--- src/sv/otq_pkg.sv ---
// Types, codes and defaults of the ordered timer queue.
`timescale 1ns / 1ps
package otq_pkg;

  localparam int DEFAULT_NUM_TIMERS = 16;

  localparam logic [1:0] KIND_START = 2'd0;
  localparam logic [1:0] KIND_STOP  = 2'd1;
  localparam logic [1:0] KIND_TICK  = 2'd2;
  localparam logic [1:0] KIND_QUERY = 2'd3;

  localparam logic [2:0] EV_STARTED   = 3'd0;
  localparam logic [2:0] EV_TIMED_OUT = 3'd1;
  localparam logic [2:0] EV_STOPPED   = 3'd2;
  localparam logic [2:0] EV_EXPIRED   = 3'd3;
  localparam logic [2:0] EV_TICK_DONE = 3'd4;
  localparam logic [2:0] EV_QUERY     = 3'd5;

  localparam logic [1:0] CFG_SCHED_LAT = 2'd0;
  localparam logic [1:0] CFG_SHOT_LAT  = 2'd1;
  localparam logic [1:0] CFG_WALL_OFS  = 2'd2;

  typedef struct packed {
    logic [1:0]  kind;
    logic [3:0]  timer_index;
    logic [63:0] start_value;
    logic [63:0] reload_interval;
    logic        relative;
    logic [63:0] now_count;
  } cmd_t;

  typedef struct packed {
    logic [2:0]  event_res;
    logic [3:0]  which_timer;
    logic [63:0] expiry_date;
    logic [63:0] remaining;
    logic [63:0] period;
    logic        shot_valid;
    logic [31:0] shot_delay;
    logic        last;
  } res_t;

  typedef struct packed {
    logic [31:0] sched_latency;
    logic [31:0] shot_latency;
    logic [63:0] abs_offset;
  } cfg_t;

endpackage

--- src/sv/otq_fifo.sv ---
// Two-entry queue used between the front, the engine and the result port.
`timescale 1ns / 1ps
module otq_fifo #(
  parameter int WIDTH = 8
) (
  input  logic             clk,
  input  logic             rst_n,
  input  logic             push,
  input  logic [WIDTH-1:0] din,
  output logic             full,
  input  logic             pop,
  output logic [WIDTH-1:0] dout,
  output logic             empty
);

  logic [WIDTH-1:0] mem_r [2];
  logic             wp_r;
  logic             rp_r;
  logic [1:0]       cnt_r;
  logic             do_push;
  logic             do_pop;

  assign full    = (cnt_r == 2'd2);
  assign empty   = (cnt_r == 2'd0);
  assign dout    = mem_r[rp_r];
  assign do_push = push && !full;
  assign do_pop  = pop && !empty;

  always_ff @(posedge clk) begin
    if (do_push) begin
      mem_r[wp_r] <= din;
    end
    if (!rst_n) begin
      wp_r  <= 1'b0;
      rp_r  <= 1'b0;
      cnt_r <= 2'd0;
    end else begin
      if (do_push) wp_r <= ~wp_r;
      if (do_pop) rp_r <= ~rp_r;
      cnt_r <= cnt_r + {1'b0, do_push} - {1'b0, do_pop};
    end
  end

endmodule

--- src/sv/otq_front.sv ---
// Front end: accepts commands, drops out-of-range timer indexes, queues the rest.
`timescale 1ns / 1ps
module otq_front #(
  parameter int NUM_TIMERS = otq_pkg::DEFAULT_NUM_TIMERS
) (
  input  logic          clk,
  input  logic          rst_n,
  input  logic          in_push,
  output logic          in_full,
  input  logic [1:0]    in_kind,
  input  logic [3:0]    in_timer_index,
  input  logic [63:0]   in_start_value,
  input  logic [63:0]   in_reload_interval,
  input  logic          in_relative,
  input  logic [63:0]   in_now_count,
  output logic          cmd_valid,
  output otq_pkg::cmd_t cmd,
  input  logic          cmd_pop
);

  otq_pkg::cmd_t cmd_in;
  logic          keep;
  logic          q_full;
  logic          q_empty;

  assign cmd_in.kind            = in_kind;
  assign cmd_in.timer_index     = in_timer_index;
  assign cmd_in.start_value     = in_start_value;
  assign cmd_in.reload_interval = in_reload_interval;
  assign cmd_in.relative        = in_relative;
  assign cmd_in.now_count       = in_now_count;

  // a tick names no timer; anything else must name an existing one
  assign keep = (in_kind == otq_pkg::KIND_TICK) ||
                (32'(in_timer_index) < 32'(NUM_TIMERS));

  assign in_full   = q_full;
  assign cmd_valid = !q_empty;

  otq_fifo #(.WIDTH($bits(otq_pkg::cmd_t))) u_cmd_q (
    .clk  (clk),
    .rst_n(rst_n),
    .push (in_push && keep),
    .din  (cmd_in),
    .full (q_full),
    .pop  (cmd_pop),
    .dout (cmd),
    .empty(q_empty)
  );

endmodule

--- config.mk ---
export PLATFORM = sky130hd
export DESIGN_NAME = otq_front
export DESIGN_NICKNAME = d
export VERILOG_FILES = /design/src/sv/otq_pkg.sv /design/src/sv/otq_fifo.sv /design/src/sv/otq_front.sv
export SDC_FILE = /design/constraint.sdc
export NUM_CORES = 1
export LEC_CHECK = 0
export BUFFER_PORTS_ARGS = -buffer_cell sky130_fd_sc_hd__buf_2
export CORE_MARGIN = 2
export CORE_UTILIZATION = 52
export CTS_BUF_LIST = sky130_fd_sc_hd__clkbuf_16
export DETAILED_ROUTE_END_ITERATION = 10
export GPL_ROUTABILITY_DRIVEN = 0
export HOLD_SLACK_MARGIN = 0.12
export PLACE_DENSITY = 0.79
export SKIP_CTS_REPAIR_TIMING = 1
export SLEW_MARGIN = 20
export SYNTH_ARGS = -nofsm -noshare
export SYNTH_HDL_FRONTEND = slang
export SYNTH_HIERARCHICAL = 1
export SYNTH_SLANG_ARGS = --single-unit
--- constraint.sdc ---
create_clock -name clk -period 14.1 [get_ports clk]
set_clock_uncertainty 0.05 [all_clocks]
set_input_delay 2.115 -clock clk [delete_from_list [all_inputs] [get_ports clk]]
set_output_delay 2.115 -clock clk [all_outputs]
set_load 0.05 [all_outputs]
# == Yosys cells after proc, flatten, opt, wreduce, memory -nomap -nowiden ==
# Memories as Yosys holds them, arrays and structs flattened. A register that Yosys moved wholly into a read port is not among the register bits.
# Index checks and enable logic that the tools add are counted.
# classes
n_addsub,2
eq_ne,1
muxes,4
bitwise_logic,2
reduce_logical,5
# ops
cell,n
1-bit two-way mux,4
2-bit by 1-bit adder with 2-bit output,1
"2-bit equality test, second input constant",1
1-bit logical AND,2
1-bit zero test,2
2-bit zero test,1
1-bit inverter,2
2-bit by 1-bit subtractor with 2-bit output,1
# totals
regBits,4
mem_bits_rw,398
input_bits,203
output_inout_bits,201
elab_cells,18
mem_count,1
# mem_list
name,depth,word_bits,read_ports,rd_ports_with_merged_regs,write_ports,line,source
u_cmd_q.mem_r,2,199,1,1,1,otq_fifo.sv:16,logic [WIDTH-1:0] mem_r [2];

# == Logic depth before layout (Yosys ltp) ==
# Gate-level depths: netlist (run 1).
# logic_depth
ltp_word,5
ltp_mapped,8
ltp_nobuf,8

# == By module ==
# The synthesis (run 1) kept the hierarchy.
# modules_own_cells
module,n_inst,cells_each,area_per_inst_um2,seq_area_each_um2
otq_fifo,1,646,14999.4,12051.6
otq_front,1,1,3.8,0.0

# == Worst setup path after synthesis (run 1) ==
# OpenSTA, ideal clock, no wires.
# synth_timing
kind,in2reg
start,input in_push
end,"memory u_cmd_q/mem_r[0][0] in the netlist's numbering, enable pin"
setup_ps,761
arrival_time_ps,10459
t_required_ps,13289
path_slack_ps,2829
path_stages,2
n_path_buf,0
path_cell_list,nand2_1 nor2_1
# synth_via
elab_chain_cells,3
# synth_rtl
item,line,source
start: declaration,otq_front.sv:8,"input logic in_push,"
1-bit logical AND,otq_fifo.sv:26,assign do_push = push && !full;
1-bit two-way mux,otq_fifo.sv:30,if (do_push) begin
1-bit two-way mux (not written as such),otq_fifo.sv:31,mem_r[wp_r] <= din;
end: declaration,otq_fifo.sv:16,
# No other way between the ends.

==> results of run 1 <==
where the power goes:
| part | switching [mW] | total (mW) | internal (mW) |
|---|---|---|---|
| sequential | 0.0712 | 1.62 | 1.55 |
| clock | 0.417 | 0.988 | 0.570 |
| combinational | 1.11 | 1.56 | 0.453 |
cell type report:
class | count | area (um2)
diodes | 15 | 37.54
clock buffers | 43 | 1076
clock inverters | 32 | 178.9
fillers | 1964 | 9847
inverters | 4 | 15.01
multi-input cells | 218 | 2751
flip-flops and latches | 403 | 12060
well taps | 384 | 480.5
repair buffers | 411 | 2106
layout by cell type, fill, tap and decap left out, drive strengths merged, types with 3 or more instances in the layout:
master      n
buf       411
clkbuf     43
clkinv     19
clkinvlp    3
dfxtp       5
diode      15
edfxtp    398
inv        13
mux2      199
nor2        5
kinds of logic (layout without fill, tap and decap cells):
group                      count (synthesis)  in the layout  synth area share [%]
AOI/OAI and AO/OA                          1              1               0.05006
xor gates and xnor gates                   2              2                0.1168
and+or+nand+nor                           13             13                0.4170
other                                      0             15                     0
buffers and inverters                     26            490                 1.418
adders and majority gates                  2              2                0.1668
muxes                                    200            200                 17.50
DFF                                      403            403                 80.33
stage by stage:
stage                     cell area, um2  instances  util [%]  setup WS, ns  total power, mW
after floorplan                    15000        647         -         2.829            2.952
after global placement             17380       1419     60.90         9.147            3.191
after detailed placement           17380       1419     60.90         9.077            3.215
after CTS                          18640       1494     65.29         8.517            4.207
after global routing               18690       1505     65.46         8.357            4.316
final                              18700       1510     65.51         8.550            4.168
flip-flops by register name, summed over array words and instances (netlist names), named ones only:
register	count
u_cmd_q/mem_r	398
u_cmd_q/cnt_r	2
u_cmd_q/rp_r	1
u_cmd_q/wp_r	1
metal layers:
layer | global-route usage, % | wire length, um
met1 | 22.05 | 10840
met2 | 34.89 | 15970
met3 | 6.425 | 2812
met4 | 9.909 | 1232
met5 | 0 | 36
worst paths after layout:
kind                                      to  cells after the start  slack [ns]                         from
min                u_cmd_q/rp_r$_SDFFE_PN0P_                      2        0.47    u_cmd_q/rp_r$_SDFFE_PN0P_
max                                  cmd[13]                      4        8.55                    flip-flop
max reg2reg  u_cmd_q/mem_r[1][184]$_DFFE_PP_                      4       11.39  u_cmd_q/cnt_r[0]$_SDFF_PN0_
min reg2reg        u_cmd_q/rp_r$_SDFFE_PN0P_                      2        0.47    u_cmd_q/rp_r$_SDFFE_PN0P_
critical path, stage by stage (launching register included):
cell and delay [ns]:
sky130_fd_sc_hd__dfxtp_4 0.74, sky130_fd_sc_hd__buf_4 0.70, sky130_fd_sc_hd__buf_4 0.72, sky130_fd_sc_hd__mux2_2 0.42, sky130_fd_sc_hd__buf_2 0.21
==> run metrics, run 1 <==
run status completed; cell types with the largest area share after synthesis sky130_fd_sc_hd__edfxtp_1 80%, sky130_fd_sc_hd__mux2_4 10%, sky130_fd_sc_hd__mux2_2 7.4%, sky130_fd_sc_hd__buf_6 1.1%, sky130_fd_sc_hd__dfxtp_1 0.67%; setup repair after global routing missed its margin no; Rows 62; Final Hold Viols 0; TritonRoute pass-1 iters 5; overall overflow remaining after global route 0; cell count after synthesis 647; Avg Inst Size Synth 23.19 um2; transition time of the tightest slew-check pin 1.016 ns; async set or reset register ratio after synthesis 0%; area of the mapped netlist 15,000 um2; global-route wire length before repair 45,420 um; Iter 0 DRT Violations 487; final count of pins violating max slew 0; max frequency 0.1802 GHz; die width 173.9 um; worst vdd ir 0.1634 mV; DIE AREA 30,230 um2; count of unique library cells instantiated by Yosys 18; required time of the worst setup path 11.94 ns; area share of the largest cell type after synthesis 79.66%; Critical Path AT 3.38 ns; Worst-Skew Late Latency 0.52 ns; count of nets left with antenna violations after detail routing 0; WHS 0.4667 ns; synthesis warning total 6; vias per cell 5.091; IO Pins 404; y dimension of the die 173.9 um; max capacitance violation total 0; starting utilization of the core area 52.56%; accumulated negative setup slack 0 ns; Worst Path Max Fanout 50; register bit total from synthesis 403; most numerous cell types in the synthesized netlist 398 x sky130_fd_sc_hd__edfxtp_1, 100 x sky130_fd_sc_hd__mux2_4, 99 x sky130_fd_sc_hd__mux2_2, 14 x sky130_fd_sc_hd__buf_6, 8 x sky130_fd_sc_hd__buf_2; Worst-path clk slew 0.05 ns; post-synth net total 852; via count of the first global-routing pass 8,068; port bufs 403; remaining max-slew budget at the tightest pin 32.29%; maximum clock insertion buffer count 3; count of final setup violators 0; areal power density over the cells 222.9 nW/um2; residual DRC count 0; sort of element at the end of the critical path primary output; clock root buffer sky130_fd_sc_hd__clkbuf_16; maximum number of pins on one net before global-route repair 147; clock buffer count from CTS 42; antenna violations before repair 17; wire per inst 20.46 um; most repeated cell in the gate-level netlist after synthesis sky130_fd_sc_hd__edfxtp_1; via count of the routed design 7,688; worst setup path category reg2out; placeable core area 28,550 um2; net count of the finished layout 1,285; layout-stage area growth over the synthesis result 24.64%; total routing resource utilization after global routing 20.00%; static power due to leakage 7.208 nW; startpoint type of the worst setup path flip-flop; CTS tree yes; CTS H-tree lvls 2; clock period minus worst slack 5.550 ns; cell taking the most area after synthesis sky130_fd_sc_hd__edfxtp_1; wire length reported by the detailed router 30,900 um; proportion of synthesized chip area in sequential cells 80.33%; final worst path period share 39.36%; share of layout cells above drive strength 1 60.40%; count of flip-flops with a built-in enable after synthesis 398; Most used DFF post-synth sky130_fd_sc_hd__edfxtp_1; path type of the worst min-delay path reg2reg; post-detail-place hpwl 20,990 um; clk sink count 403
(Power assumes the default switching activity.)
==> run 2, diff against run 1 <==
clock period = 5.8 ns   (was 14.1 ns; I/O delays follow)
==> run 2 against run 1 <==
Compared with the run above:
- critical path depth fell by 1
- worst setup slack lost 6.6 ns
- sequential share of layout area grew 0.19 points
- first-iteration DRC count is 29% higher
- wire length down 4.2%
- non-clock buffer count shrank 2
- clock power is 140% higher
- critical endpoint is now cmd[82]
- largest power group unchanged
==> run metrics, run 2 (synthesized netlist as in run 1, its figures left out) <==
vias per cell 5.078; Iter 0 DRT Violations 627; final count of pins violating max slew 0; transition time of the tightest slew-check pin 1.013 ns; clock period minus worst slack 3.845 ns; placeable core area 28,550 um2; final worst path period share 66.28%; IO Pins 404; DP Cell Count 1,418; r2r worst-path depth 4; Final Hold Viols 0; layout-stage area growth over the synthesis result 24.27%; most common cell after layout, fill and taps aside sky130_fd_sc_hd__buf_2; max reg flops 398; via count of the routed design 7,586; maximum number of pins on one net before global-route repair 127; Critical Path AT 2.92 ns; starting utilization of the core area 52.56%; remaining max-slew budget at the tightest pin 32.50%; accumulated negative setup slack 0 ns; antenna violations before repair 9; wire per inst 19.82 um; path type of the worst min-delay path reg2reg; CP peak stage delay 1.02 ns; overall overflow remaining after global route 0; global-route wire length before repair 43,690 um; residual DRC count 0; most frequent cells in the layout 403 x sky130_fd_sc_hd__buf_2, 398 x sky130_fd_sc_hd__edfxtp_1, 100 x sky130_fd_sc_hd__mux2_4; worst setup path category reg2out; CTS tree yes; endpoint of the lowest-slack register-to-register path u_cmd_q/mem_r[0][98]$_DFFE_PP_; instance count along the most critical hold path 2; maximum clock insertion buffer count 3; max capacitance violation total 0; setup repair after global routing missed its margin no; required time of the worst setup path 4.88 ns; via count of the first global-routing pass 7,883; DIE AREA 30,230 um2; static power due to leakage 7.188 nW; count of final setup violators 0; port bufs 403; share of layout cells above drive strength 1 60.05%; reg-to-reg slack, setup 3.70 ns; clock buffer count from CTS 40; hold wc startpoint u_cmd_q/rp_r$_SDFFE_PN0P_; clk sink count 403; sort of element at the end of the critical path primary output; final cell count without fillers 1,494; CTS H-tree lvls 2; reg-to-reg startpoint u_cmd_q/cnt_r[0]$_SDFF_PN0_; total routing resource utilization after global routing 18.98%; Largest Register u_cmd_q/mem_r; Worst-path clk slew 0.06 ns; Cell Chain, Critical Path buf_4 > mux2_2 > buf_2; Design Area, Final 18,640 um2; cell area after placement 17,400 um2; net count of the finished layout 1,281; TritonRoute pass-1 iters 4; largest registers u_cmd_q/mem_r (398), u_cmd_q/cnt_r (2); Worst-Skew Late Latency 0.51 ns; wire length reported by the detailed router 29,610 um; areal power density over the cells 542.1 nW/um2; max frequency 0.2601 GHz; y dimension of the die 173.9 um; power after layout 10.11 mW; Rows 62; count of nets left with antenna violations after detail routing 0; die width 173.9 um; clock root buffer sky130_fd_sc_hd__clkbuf_16; worst vdd ir 0.3717 mV; run status completed; startpoint type of the worst setup path flip-flop; cell type of the slowest stage on the worst timing path sky130_fd_sc_hd__dfxtp_4; post-detail-place hpwl 20,050 um; Worst Path Max Fanout 71; WHS 0.4707 ns
-- run 2: final cells by class --
cell class | instances | area, um2
antenna | 6 | 15.01
clock buffer | 41 | 1026
clock inverter | 29 | 201.4
fill | 2001 | 9903
inverter | 4 | 15.01
multi-input combinational | 218 | 2751
sequential | 403 | 12060
tap | 384 | 480.5
timing repair buffer | 409 | 2100
-- run 2: where the power goes --
group	switching (mW)	internal [mW]	total, mW
Combinational	2.65	1.10	3.75
Clock	0.984	1.41	2.39
Sequential	0.199	3.76	3.96
-- run 2: critical path, delay by kind of cell (launching register included) --
kind                   cells  cell delay, ns
flip-flops                 1            1.02
buffers and inverters      2            0.91
multiplexers               1            0.42
-- run 2: how the worst max path moves through the flow --
| stage | end | slack, ns | cells after the start |
|---|---|---|---|
| global route | cmd[82] | 1.80 | 3 |
| global placement | cmd[82] | 2.51 | 3 |
| detailed placement | cmd[82] | 2.48 | 3 |
| floorplan | u_cmd_q/mem_r[0][0]$_DFFE_PP_ | 1.38 | 2 |
| CTS | cmd[82] | 1.91 | 3 |
| finish | cmd[82] | 1.96 | 3 |
-- run 2: through the flow --
stage                     utilization [%]  setup slack (ns)
after floorplan                         -             1.377
after global placement              60.96             2.506
after global routing                65.27             1.799
after detailed placement            60.96             2.479
final                               65.31             1.955
after CTS                           65.26             1.910
-- run 2: routing by layer --
metal / vias up / global-route usage [%] / part of all wire, %
li1: 3440 / - / -
met1: 3705 / 21.25 / 36
met2: 361 / 33.58 / 51
met3: 74 / 6.294 / 9.4
met4: 6 / 7.388 / 3.5
met5: - / 0 / 0.15
