File: src/sv/otq_fifo.sv
// Two-entry queue used between the front, the engine and the result port.
`timescale 1ns / 1ps
module otq_fifo #(
  parameter int WIDTH = 8
) (
  input  logic             clk,
  input  logic             rst_n,
  input  logic             push,
  input  logic [WIDTH-1:0] din,
  output logic             full,
  input  logic             pop,
  output logic [WIDTH-1:0] dout,
  output logic             empty
);

  logic [WIDTH-1:0] mem_r [2];
  logic             wp_r;
  logic             rp_r;
  logic [1:0]       cnt_r;
  logic             do_push;
  logic             do_pop;

  assign full    = (cnt_r == 2'd2);
  assign empty   = (cnt_r == 2'd0);
  assign dout    = mem_r[rp_r];
  assign do_push = push && !full;
  assign do_pop  = pop && !empty;

  always_ff @(posedge clk) begin
    if (do_push) begin
      mem_r[wp_r] <= din;
    end
    if (!rst_n) begin
      wp_r  <= 1'b0;
      rp_r  <= 1'b0;
      cnt_r <= 2'd0;
    end else begin
      if (do_push) wp_r <= ~wp_r;
      if (do_pop) rp_r <= ~rp_r;
      cnt_r <= cnt_r + {1'b0, do_push} - {1'b0, do_pop};
    end
  end

endmodule

File: config.mk
export PLATFORM = sky130hd
export DESIGN_NAME = otq_fifo
export DESIGN_NICKNAME = d
export VERILOG_FILES = /design/src/sv/otq_fifo.sv
export SDC_FILE = /design/constraint.sdc
export NUM_CORES = 1
export LEC_CHECK = 0
export BUFFER_PORTS_ARGS = -buffer_cell sky130_fd_sc_hd__buf_2
export CAP_MARGIN = 20
export CORE_MARGIN = 5
export CORE_UTILIZATION = 49
export DETAILED_ROUTE_END_ITERATION = 7
export PLACE_DENSITY = 0.86
export RECOVER_POWER = 25
export SETUP_SLACK_MARGIN = 0.3
export SYNTH_ARGS = -nofsm -noshare
export SYNTH_HDL_FRONTEND = slang
export SYNTH_SLANG_ARGS = --single-unit
File: constraint.sdc
create_clock -name clk -period 2.1 [get_ports clk]
set_input_delay 0.21 -clock clk [delete_from_list [all_inputs] [get_ports clk]]
set_output_delay 0.21 -clock clk [all_outputs]
set_load 0.005 [all_outputs]
Yosys cells after proc, flatten, opt, wreduce, memory -nomap -nowiden
Memories as Yosys holds them, arrays and structs flattened. A register that Yosys moved wholly into a read port is not among the register bits.
Cells that the tools add are included.
Storage, ports and cells
  RAM bits: 16
  memories: 1
  register bits after elaboration: 4
Cells by class
  $add $sub $neg: 2
  eq/ne operators: 1
  bitwise logic cells: 2
  muxes and demuxes: 4
  reduce and logical (&&, ||, !) cells: 5
Memory list
  mem_r: words 2, width 8, rd ports 1, clocked after Yosys merged registers in 1, write ports 1, line 16  | logic [WIDTH-1:0] mem_r [2];
Operator list (number)
  two-way mux 1 bit: 4
  adder 2 x 1 -> 2 bit: 1
  == test 2 bit, second input constant: 1
  logical AND 1 bit: 2
  zero test 1 bit: 2
  zero test 2 bit: 1
  NOT 1 bit: 2
  subtractor 2 x 1 -> 2 bit: 1

Logic depth before layout (Yosys ltp)
Gate-level depths: netlist of run 1.
  word-level depth: 5
  mapped depth: 8
  mapped depth without buffers: 8

Worst setup path after synthesis of run 1
Ideal clock, no wire load.
  path type: reg2reg
  start: register cnt_r[0]
  end: register cnt_r[1]
  path slack: 0.555 ns
  data arrival time: 1.467 ns
  library setup time: 0.078 ns
  buffers on the path: 0
  required time: 2.022 ns
  clock period less this slack: 1.545 ns
  stages on the path, launching flop included: 9
  cell sequence: dfxtp_1 -> nand2b_1 -> nand2_1 -> ha_1 -> inv_1 -> ha_1 -> xor2_1 -> and2_2 -> nor3_1
Between the ends
  cells in the longest elaborated chain, start to end: 5
  elaborated cells between the ends (all ways): 8
  those cells by class: add/sub (2); eq/ne (1); reduce/logical (5)
Ends and longest elaborated chain
  start, declared: line 19  | logic [1:0] cnt_r;
  start signal, assigned: line 40  | cnt_r <= cnt_r + {1'b0, do_push} - {1'b0, do_pop};
  == test 2 bit: line 23  | assign full = (cnt_r == 2'd2);
  zero test 1 bit: line 26  | assign do_push = push && !full;
  logical AND 1 bit: line 26
  adder 2 x 1 -> 2 bit: line 40
  subtractor 2 x 1 -> 2 bit *: line 40
Mark *: on every way between the ends. The rest lies on a longest branch, timed or not.
A chain may end at the register's enable or synchronous reset.

Final worst setup path of run 1
Ends and elaborated chain as after synthesis.

==> results of run 1 <==
## worst reg2reg max path, delay by kind of cell (launching register included)
family                     cells  cell delay (ns)
xor gates and xnor gates       1             0.15
and+or+nand+nor                4             0.60
buffers and inverters          1             0.04
adders and majority gates      2             0.46
DFF                            1             0.37
## repair_timing
item                                    4_1_cts  5_1_grt
resized for setup                             0        1
hold buffers                                  0        0
endpoints found under the setup margin        0        1
## worst max path at each step
stage / startpoint / slack [ns] / endpoint
finish: cnt_r[0] / 0.40 / cnt_r[1]
detailed placement: cnt_r[0] / 0.38 / cnt_r[1]
CTS: cnt_r[0] / 0.37 / cnt_r[1]
global route: cnt_r[0] / 0.29 / cnt_r[1]
global placement: cnt_r[0] / 0.50 / cnt_r[1]
floorplan: cnt_r[0] / 0.55 / cnt_r[1]
## sequential cells by signal, summed over array words and instances, names as in the netlist, named ones only
name / flops
cnt_r: 2
mem_r: 16
rp_r: 1
wp_r: 1
## routing by layer
| metal | wire, um | share of wire (%) | up-vias |
|---|---|---|---|
| met5 | 0 | 0 | - |
| met1 | 494 | 39 | 220 |
| met4 | 0 | 0 | 0 |
| met2 | 634 | 50 | 17 |
| met3 | 128 | 10 | 0 |
| li1 | - | - | 234 |
## cell type report
| type | instances | area (um^2) |
|---|---|---|
| flip-flops and latches | 21 | 582 |
| fillers | 125 | 577 |
| multi-input cells | 27 | 215 |
| repair buffers | 22 | 110 |
| clock buffers | 4 | 26.3 |
| well taps | 16 | 20.0 |
| inverters | 3 | 11.3 |
## kinds of logic (layout without fill, tap and decap cells)
| logic type | Yosys count | after routing | synth area share (%) |
|---|---|---|---|
| XOR/XNOR | 2 | 2 | 2.16 |
| multiplexers | 9 | 9 | 12.3 |
| AO/OA/AOI/OAI | 1 | 1 | 1.08 |
| flip-flops | 21 | 21 | 71.5 |
| buffers and inverters | 4 | 29 | 2.00 |
| adder cells (fa/ha/maj) | 2 | 2 | 3.08 |
| AND/OR/NAND/NOR | 13 | 13 | 7.86 |
## power breakdown
group | total (mW) | switching [mW] | leakage (nW) | internal (mW)
clock | 0.184 | 0.110 | 0.0150 | 0.0739
combinational | 0.324 | 0.143 | 0.200 | 0.181
sequential | 0.604 | 0.0596 | 0.191 | 0.544
## cell usage after synthesis
master     n
nor2_1     5
ha_1       2
buf_2      1
and3_1     1
nor3_1     1
xor2_1     1
xnor2_1    1
o21a_2     1
and2_2     1
edfxtp_1  16
nand2_1    2
nand2b_1   2
inv_1      3
mux2_2     8
dfxtp_1    5
and2_1     1
mux2i_1    1
## layout by cell type, fill, tap and decap left out
cell type / instances
clkbuf_1: 3
buf_4: 1
inv_1: 3
mux2i_1: 1
dfxtp_2: 1
nor2_1: 5
and3_1: 1
xnor2_1: 1
clkbuf_4: 3
nand2_1: 2
o21a_2: 1
nor3_1: 1
nand2b_1: 2
ha_1: 2
dfxtp_1: 4
and2_2: 1
mux2_2: 8
and2_1: 1
edfxtp_1: 16
buf_2: 19
xor2_1: 1
## metrics by stage
stage	util, %	hold slack, ns	worst slack (ns)
6_report	62.6	0.0960	0.403
3_5_place_dp	61.0	0.401	0.381
3_3_place_gp	61.0	0.398	0.500
2_1_floorplan	-	0.309	0.555
4_1_cts	62.7	0.0914	0.371
5_1_grt	62.6	0.0766	0.294
==> metrics, run 1 <==
Yosys reg bits=21; Hold Path Sink=mem_r[1][1]; synth warn=0; GRT overflow=0; worst path buffer plus inverter count=1; r2r worst-path depth=8; DIE HEIGHT=50.7 um; relative max-transition margin=74.8%; Detail Route Antenna Nets=0; Cell Area, Synth=812 um^2; highest-delay cell along the critical path=dfxtp_2; Worst path most repeated cell=ha_1; top post-synthesis cells by area=edfxtp_1 59%, dfxtp_1 12%, mux2_2 11%; mean routed wirelength per cell=between 10 and 15 um; CP required=2.31 ns; crit path capture type=flop; Seq/Total Area, Yosys=71.5%; initial antenna violation count=0; Hold Vio Cnt, Final=0; routed vias=471; met1 track demand over resource=roughly 13%; Syn Nets=66; core area=around 1500 um^2; CTS Buffer Depth=2; Initial Util=52.7%; nature of the critical path startpoint=flop; Pwr Total=roughly 1.1 mW; met3 Track Usage GR=3.85%; DP Area=940 um^2; # clock sinks=21; maximum vdd drop=about 640 uV; FMAX=589 MHz; met2 Use GR=about 16%; Max Slew Vio Count=0; # IOs=22; clk root buf=clkbuf_4; leakage power=between 0.4 and 0.5 nW; post-route setup TNS=0 ns; area leader, netlist=edfxtp_1; Final Net Count=between 90 and 100; Netlist cell types=17; CTS tree=yes; share of cells above drive strength 1=44.2%; Synth top area share=59.2%; critical path, cell by cell=nand2b_1 > nand2_1 > ha_1 > inv_1 > ha_1 > xor2_1 > and2_2 > nor3_1; Power Density=1150 nW/um^2; HP Start=din[1]; Max FO, Critical Path=4; cell family with most CP delay=simple AND/OR/NAND/NOR gates; # placed instances=89; drt pass-1 iters=3; die width=50.7 um; vias in the first global route=459; CTS clock-pin slew for the worst setup and hold paths=0.11 ns; fin cells=93; Hold WC Path Type=input port to flop; DRC Markers=0; Worst-Margin Slew=0.377 ns; reg-to-reg setup timing slack=0.40 ns; critical path depth=8; Antenna diodes=0; first-pass GRT wire length=2.00 mm; critical path class=flop to flop; post-route cell area=965 um^2; grt peak-use layer=met2; routed vias/inst=5.06; final setup vio count=0; area delta synth->final=18.8%; final period utilization=80.8%; hold path depth=1; RSZ-0062 raised after global routing=false; GRT Resource Usage Total=10.2%; pin count of the biggest net entering global routing=12; critical path arrival=1.91 ns; reg-to-reg endpoint=cnt_r[1]; run status=complete, no violations; PortBufs=21; Routability Congestion=approximately 0.68; Num CTS Buffers=3; htree depth=1; postcts setup bufs=0; post-route minimum period=1.70 ns; FP Rows=14; DIE AREA=~2600 um^2; Syn Area/Cell=15.6 um^2; slowest stage delay, CP=~0.37 ns; initial DRC count=3; Clock Skew=0.00353 ns; Clock Latency Late Sink=0.29 ns; launch point of the worst reg-to-reg path=cnt_r[0]; final wirelength=1.26 mm; Max Cap Viol=0; cells after synthesis=52; DP HPWL=958 um
(Power assumes the default switching activity.)
==> run 2, diff against run 1 <==
--- a/config.mk
+++ b/config.mk
@@ -8,9 +8,9 @@
 export BUFFER_PORTS_ARGS = -buffer_cell sky130_fd_sc_hd__buf_2
 export CAP_MARGIN = 20
 export CORE_MARGIN = 5
-export CORE_UTILIZATION = 49
+export CORE_UTILIZATION = 44
 export DETAILED_ROUTE_END_ITERATION = 7
-export PLACE_DENSITY = 0.86
+export PLACE_DENSITY = 0.82
 export RECOVER_POWER = 25
 export SETUP_SLACK_MARGIN = 0.3
 export SYNTH_ARGS = -nofsm -noshare
==> constraint.sdc (replaced) <==
create_clock -name clk -period 1.5 [get_ports clk]
set_input_delay 0.15 -clock clk [delete_from_list [all_inputs] [get_ports clk]]
set_output_delay 0.15 -clock clk [all_outputs]
set_load 0.005 [all_outputs]
==> run 2 against run 1 <==
Effect of this change:
- clock skew rose by 0.0015 ns
- final cell count rose by 16%
- sequential power rose by 47%
- setup slack got worse by 0.39 ns
- maximum frequency rose by 14%
- critical path type unchanged
- first-iteration DRC count rose to 3.0 times the previous value
- wire length rose by 16%
- critical endpoint unchanged
- count of clock-buffer cells in the layout did not move
- final area rose by 24%
- power rose by 79%
==> metrics, run 2 (synthesized netlist as in run 1, its figures left out) <==
GRT overflow=0 (unchanged); HP Start=din[3]; post-route minimum period=1.49 ns (-0.206 ns); Critical Path Source=cnt_r[0]; mean routed wirelength per cell=13.5 um (-0.18%); leading cell type in the layout, fill and taps excluded=edfxtp_1; GRT Resource Usage Total=12.1% (+1.9 points); CTS Buffer Depth=2 (unchanged); cts hold-fix bufs=0 (unchanged); CP required=1.72 ns (-0.59 ns); internal power=1.43 mW (+79%); Initial Util=46.5% (-6.2 points); relative max-transition margin=88.0% (+13 points); most used cells in the layout excluding fill and tap cells=16 x edfxtp_1, 11 x buf_6, 10 x buf_2; Combinational Power Share=42.7% (+14 points); fin cells=108 (+16%); DP Area=998 um^2 (+6.3%); FMAX=671 MHz (+14%); Detail Route Antenna Nets=0 (unchanged); clk root buf=clkbuf_4; initial DRC count=9 (+6); final wirelength=1.46 mm (+16%); routed vias/inst=4.60 (-9.1%); maximum vdd drop=916 uV (+42%); Clock Skew=0.00505 ns (+0.00152 ns); post-route cell area=1190 um^2 (+24%); die width=53.0 um (+4.4%); # placed instances=99 (+11%); Num CTS Buffers=3 (unchanged); Seq pwr share=44.6% (-9.7 points); Finished Core Util=68.4% (+5.8 points); PortBufs=21 (unchanged); DRC Markers=0 (unchanged); launch point of the worst reg-to-reg path=cnt_r[0]; Max FO, Critical Path=4 (unchanged); post-route setup slack=0.00894 ns (-0.394 ns); multi-input logic area=318 um^2 (+48%); area delta synth->final=47.0%; final setup vio count=0 (unchanged); routed vias=497 (+5.5%); share of cells above drive strength 1=61.4% (+17 points); hold slack=0.0370 ns (-0.0590 ns); max reg flops=16 (unchanged); Sequential Area=592 um^2 (+1.7%); Antenna diodes=0 (unchanged); CTS tree=yes; sw power=0.563 mW (+80%); vias in the first global route=522 (+14%); FP Rows=15 (+1); htree depth=1 (unchanged); initial antenna violation count=0 (unchanged); pin count of the biggest net entering global routing=12 (unchanged); Clock Latency Late Sink=0.29 ns (about the same); DIE AREA=2800 um^2 (+9.1%); # IOs=22 (unchanged); Power Density=1670 nW/um^2 (+45%); Routability Congestion=0.596 (-12%); DIE HEIGHT=53.0 um (+4.4%); Max Cap Viol=0 (unchanged); final period utilization=99.4% (+19 points); Sw Ratio=28.3% (+0.17 points); Max Slew Vio Count=0 (unchanged); core area=1750 um^2 (+13%); drt pass-1 iters=4 (+1); pre-CTS worst setup slack=-0.0550 ns (-0.436 ns); # clock sinks=21 (unchanged); critical path class=flop to flop; DP HPWL=927 um (-3.2%); crit path capture type=flop; Clock Power Share=12.7% (-3.8 points); nature of the critical path startpoint=flop; leakage power=0.485 nW (+20%); fillers=131 (+4.8%); Final Net Count=98 (+6.5%); RSZ-0062 raised after global routing=true; Top Registers=mem_r x16, cnt_r x2; Hold Vio Cnt, Final=0 (unchanged); Reg with most FFs=mem_r; Worst-Margin Slew=0.179 ns (-0.198 ns); Hold WC Path Type=input port to flop; CTS clock-pin slew for the worst setup and hold paths=0.10 ns (about the same); run status=complete, no violations; first-pass GRT wire length=2.29 mm (+14%); critical path arrival=1.71 ns (-0.20 ns)
==> run 2: stage by stage <==
step                TNS [ns]  power [mW]
floorplan                  0        1.21
global placement           0        1.38
detailed placement   -0.0550        1.40
CTS                        0        1.94
global route         -0.0486        2.12
finish                     0        1.99
==> run 2: what timing repair did <==
action | 4_1_cts | 5_1_grt
resized for setup | 24 | 7
gates cloned | 0 | 0
setup buffers | 4 | 1
pin swaps | 4 | 1
hold endpoints to repair | 0 | 0
setup endpoints to repair | 26 | 27
==> run 2: layer usage <==
| metal | routed length, um | global-route usage [%] | up-vias |
|---|---|---|---|
| li1 | - | - | 242 |
| met1 | 548 | 12.6 | 231 |
| met2 | 775 | 21.1 | 19 |
| met3 | 97 | 3.38 | 5 |
| met4 | 36 | 7.66 | 0 |
| met5 | 0 | 0 | - |
==> run 2: worst paths after layout <==
path,endpoint,slack (ns),depth (start not counted)
setup / recovery,cnt_r[1],0.009,7
setup reg to reg,cnt_r[1],0.009,7
hold / removal,mem_r[1][3],0.04,1
hold reg to reg,flop,0.54,2
==> run 2: power groups by stage <==
| stage | Sequential (mW) | Combinational, mW | Clock (mW) |
|---|---|---|---|
| after floorplan | 0.828 | 0.378 | 0 |
| after global placement | 0.863 | 0.517 | 0 |
| after detailed placement | 0.872 | 0.532 | 0 |
| after CTS | 0.887 | 0.794 | 0.261 |
| after global routing | 0.908 | 0.918 | 0.297 |
| final | 0.889 | 0.850 | 0.253 |
==> run 2: layout make-up <==
type                    count  area share [%]
well taps                  25            2.62
inverters                   3           0.943
flip-flops and latches     21            49.6
repair buffers             28            18.0
clock buffers               4            2.20
multi-input cells          27            26.6
==> run 2: worst max-delay path, cell delays in order (launching register included) <==
cell and delay, ns:
dfxtp_4 0.37, o21a_4 0.22, ha_4 0.25, inv_2 0.04, ha_4 0.15, xor2_2 0.15
and2_4 0.16, nor3_2 0.09
==> run 3, diff against run 2 <==
--- a/config.mk
+++ b/config.mk
@@ -8,9 +8,9 @@
 export BUFFER_PORTS_ARGS = -buffer_cell sky130_fd_sc_hd__buf_2
 export CAP_MARGIN = 20
 export CORE_MARGIN = 5
-export CORE_UTILIZATION = 44
+export CORE_UTILIZATION = 49
 export DETAILED_ROUTE_END_ITERATION = 7
-export PLACE_DENSITY = 0.82
+export PLACE_DENSITY = 0.86
 export RECOVER_POWER = 25
 export SETUP_SLACK_MARGIN = 0.3
 export SYNTH_ARGS = -nofsm -noshare
==> constraint.sdc (replaced) <==
create_clock -name clk -period 1.6 [get_ports clk]
set_input_delay 0.16 -clock clk [delete_from_list [all_inputs] [get_ports clk]]
set_output_delay 0.16 -clock clk [all_outputs]
set_load 0.005 [all_outputs]
==> run 3 against run 2 <==
Effect of this change:
- clock skew decreased by 0.0042 ns
- maximum frequency about the same
- first-iteration DRC count down 22%
- non-clock buffer count fell by 3
- critical path depth did not move
- register-to-register slack better by 0.10 ns
- core utilization grew 5.9 points
- final area shrank 4.1%
- sequential share of layout area up 2.1 points
- flip-flop and latch count is the same
- global-route usage increased by 0.67 points
==> metrics, run 3 (synthesized netlist as in run 1, its figures left out) <==
run status=complete, no violations; worst path buffer plus inverter count=1 (unchanged); Clock Power Share=13.2% (+0.5 points); initial antenna violation count=0 (unchanged); slowest stage delay, CP=0.37 ns (about the same); drt pass-1 iters=4 (unchanged); Sequential Area=592 um^2 (unchanged); Worst path most repeated cell=ha_4; Seq pwr share=46.2% (+1.6 points); Max FO, Critical Path=4 (unchanged); maximum vdd drop=845 uV (-7.7%); CTS tree=yes; hold path depth=1 (unchanged); FP Rows=14 (-1); Detail Route Antenna Nets=0 (unchanged); crit path capture type=flop; routed vias=486 (-2.2%); Hold Vio Cnt, Final=0 (unchanged); RSZ-0062 raised after global routing=true; leading cell type in the layout, fill and taps excluded=edfxtp_1; Top Registers=mem_r x16, cnt_r x2; reg-to-reg endpoint=cnt_r[1]; HP Start=din[5]; critical path class=flop to flop; DP HPWL=999 um (+7.7%); Max Cap Viol=0 (unchanged); CP required=1.82 ns (+0.10 ns); mean routed wirelength per cell=14.4 um (+7.0%); Clock Latency Late Sink=0.29 ns (about the same); critical path depth=7 (unchanged); highest-delay cell along the critical path=dfxtp_4; launch point of the worst reg-to-reg path=cnt_r[0]; share of cells above drive strength 1=61.3% (-0.20 points); # clock sinks=21 (unchanged); FMAX=671 MHz (about the same); CTS clock-pin slew for the worst setup and hold paths=0.10 ns (about the same); core area=1540 um^2 (-12%); sw power=0.505 mW (-10%); r2r worst-path depth=7 (unchanged); # IOs=22 (unchanged); Power Density=1570 nW/um^2 (-6.0%); multi-input logic area=307 um^2 (-3.5%); reg-to-reg setup timing slack=0.11 ns (+0.10 ns); PortBufs=21 (unchanged); Worst-Margin Slew=0.240 ns (+0.0605 ns); final setup vio count=0 (unchanged); GRT Resource Usage Total=12.7% (+0.67 points); critical path arrival=1.71 ns (about the same); Max Slew Vio Count=0 (unchanged); nature of the critical path startpoint=flop; die width=50.7 um (-4.2%); post-route minimum period=1.49 ns (-0.00126 ns); internal power=1.29 mW (-9.6%); relative max-transition margin=83.9% (-4.1 points); CTS Buffer Depth=2 (unchanged); Combinational Power Share=40.6% (-2.1 points); DRC Markers=0 (unchanged); GRT overflow=0 (unchanged); htree depth=1 (unchanged); pin count of the biggest net entering global routing=12 (unchanged); Reg with most FFs=mem_r; most used cells in the layout excluding fill and tap cells=16 x edfxtp_1, 13 x buf_2, 9 x buf_6; area delta synth->final=41.0%; critical path, cell by cell=o21a_4 > ha_4 > inv_2 > ha_4 > xor2_2 > and2_4 > nor3_2; routed vias/inst=5.06 (+10%); Antenna diodes=0 (unchanged); Clock Skew=0.000832 ns (-0.00421 ns); Initial Util=52.7% (+6.2 points); initial DRC count=7 (-2); cell family with most CP delay=adder cells; Hold Path Sink=mem_r[0][5]; final period utilization=93.1% (-6.3 points); Num CTS Buffers=3 (unchanged); max reg flops=16 (unchanged); vias in the first global route=545 (+4.4%); post-route setup TNS=0 ns (unchanged); first-pass GRT wire length=2.43 mm (+6.0%); Final Net Count=95 (-3.1%); hold slack=0.0518 ns (+0.0148 ns); Hold WC Path Type=input port to flop; DIE AREA=2570 um^2 (-8.3%); final wirelength=1.39 mm (-4.9%); DIE HEIGHT=50.7 um (-4.2%); leakage power=0.479 nW (-1.3%); Sw Ratio=28.1% (-0.15 points); Routability Congestion=0.730 (+22%); fillers=93 (-29%); clk root buf=clkbuf_4
==> run 3: cell types whose count changed in the layout (fill, tap and decap cells not counted), sizes merged <==
cell    before  now
clkbuf       7    4
==> run 3: cell type report <==
cell class | count | share of cell area [%]
clock buffer | 4 | 2.30
inverter | 3 | 0.984
multi-input combinational | 27 | 26.8
sequential | 21 | 51.7
tap | 16 | 1.75
timing repair buffer | 25 | 16.5
==> run 3: metrics by stage <==
| step | utilization (%) | std cells | setup slack (ns) | cell area, um^2 | total power, mW |
|---|---|---|---|---|---|
| CTS | 73.5 | 95 | 0.105 | 1130 | 1.78 |
| global placement | 63.6 | 89 | 0.0938 | 980 | 1.28 |
| finish | 74.3 | 96 | 0.110 | 1140 | 1.80 |
| detailed placement | 63.6 | 89 | 0.0424 | 980 | 1.31 |
| floorplan | - | 52 | 0.131 | 852 | 1.13 |
| global route | 74.3 | 96 | 0.0575 | 1140 | 1.92 |
==> run 3: worst max path at each step <==
stage	to	slack (ns)	start
after detailed placement	cnt_r[1]	0.04	cnt_r[0]
after floorplan	cnt_r[1]	0.13	cnt_r[0]
final	cnt_r[1]	0.11	cnt_r[0]
after CTS	cnt_r[1]	0.11	cnt_r[1]
after global placement	cnt_r[1]	0.09	cnt_r[0]
after global routing	cnt_r[1]	0.06	cnt_r[0]
==> run 3: timing repair <==
action,4_1_cts,5_1_grt
setup buffers,2,1
endpoints found under the setup margin,10,19
pin swaps,4,1
gates resized for setup,23,2
hold buffers,0,0
==> run 3: power groups by stage <==
stage	Sequential, mW	Clock [mW]	Combinational [mW]
2_1_floorplan	0.776	0	0.355
3_3_place_gp	0.810	0	0.474
3_5_place_dp	0.816	0	0.495
4_1_cts	0.838	0.246	0.700
5_1_grt	0.850	0.275	0.799
6_report	0.830	0.237	0.729
==> run 3: routing by layer <==
layer / wire length (um) / vias up / track usage, %
met2: 779 / 16 / 23.3
met1: 487 / 229 / 12.9
met4: 11 / 0 / 5.11
met3: 107 / 2 / 4.44
met5: 0 / - / 0
li1: - / 239 / -
==> run 3: worst register-to-register path: stages, from the launching register on <==
cell,delay (ns)
dfxtp_4,0.37
o21a_4,0.23
ha_4,0.26
inv_2,0.04
ha_4,0.15
xor2_2,0.15
and2_4,0.16
nor3_2,0.08
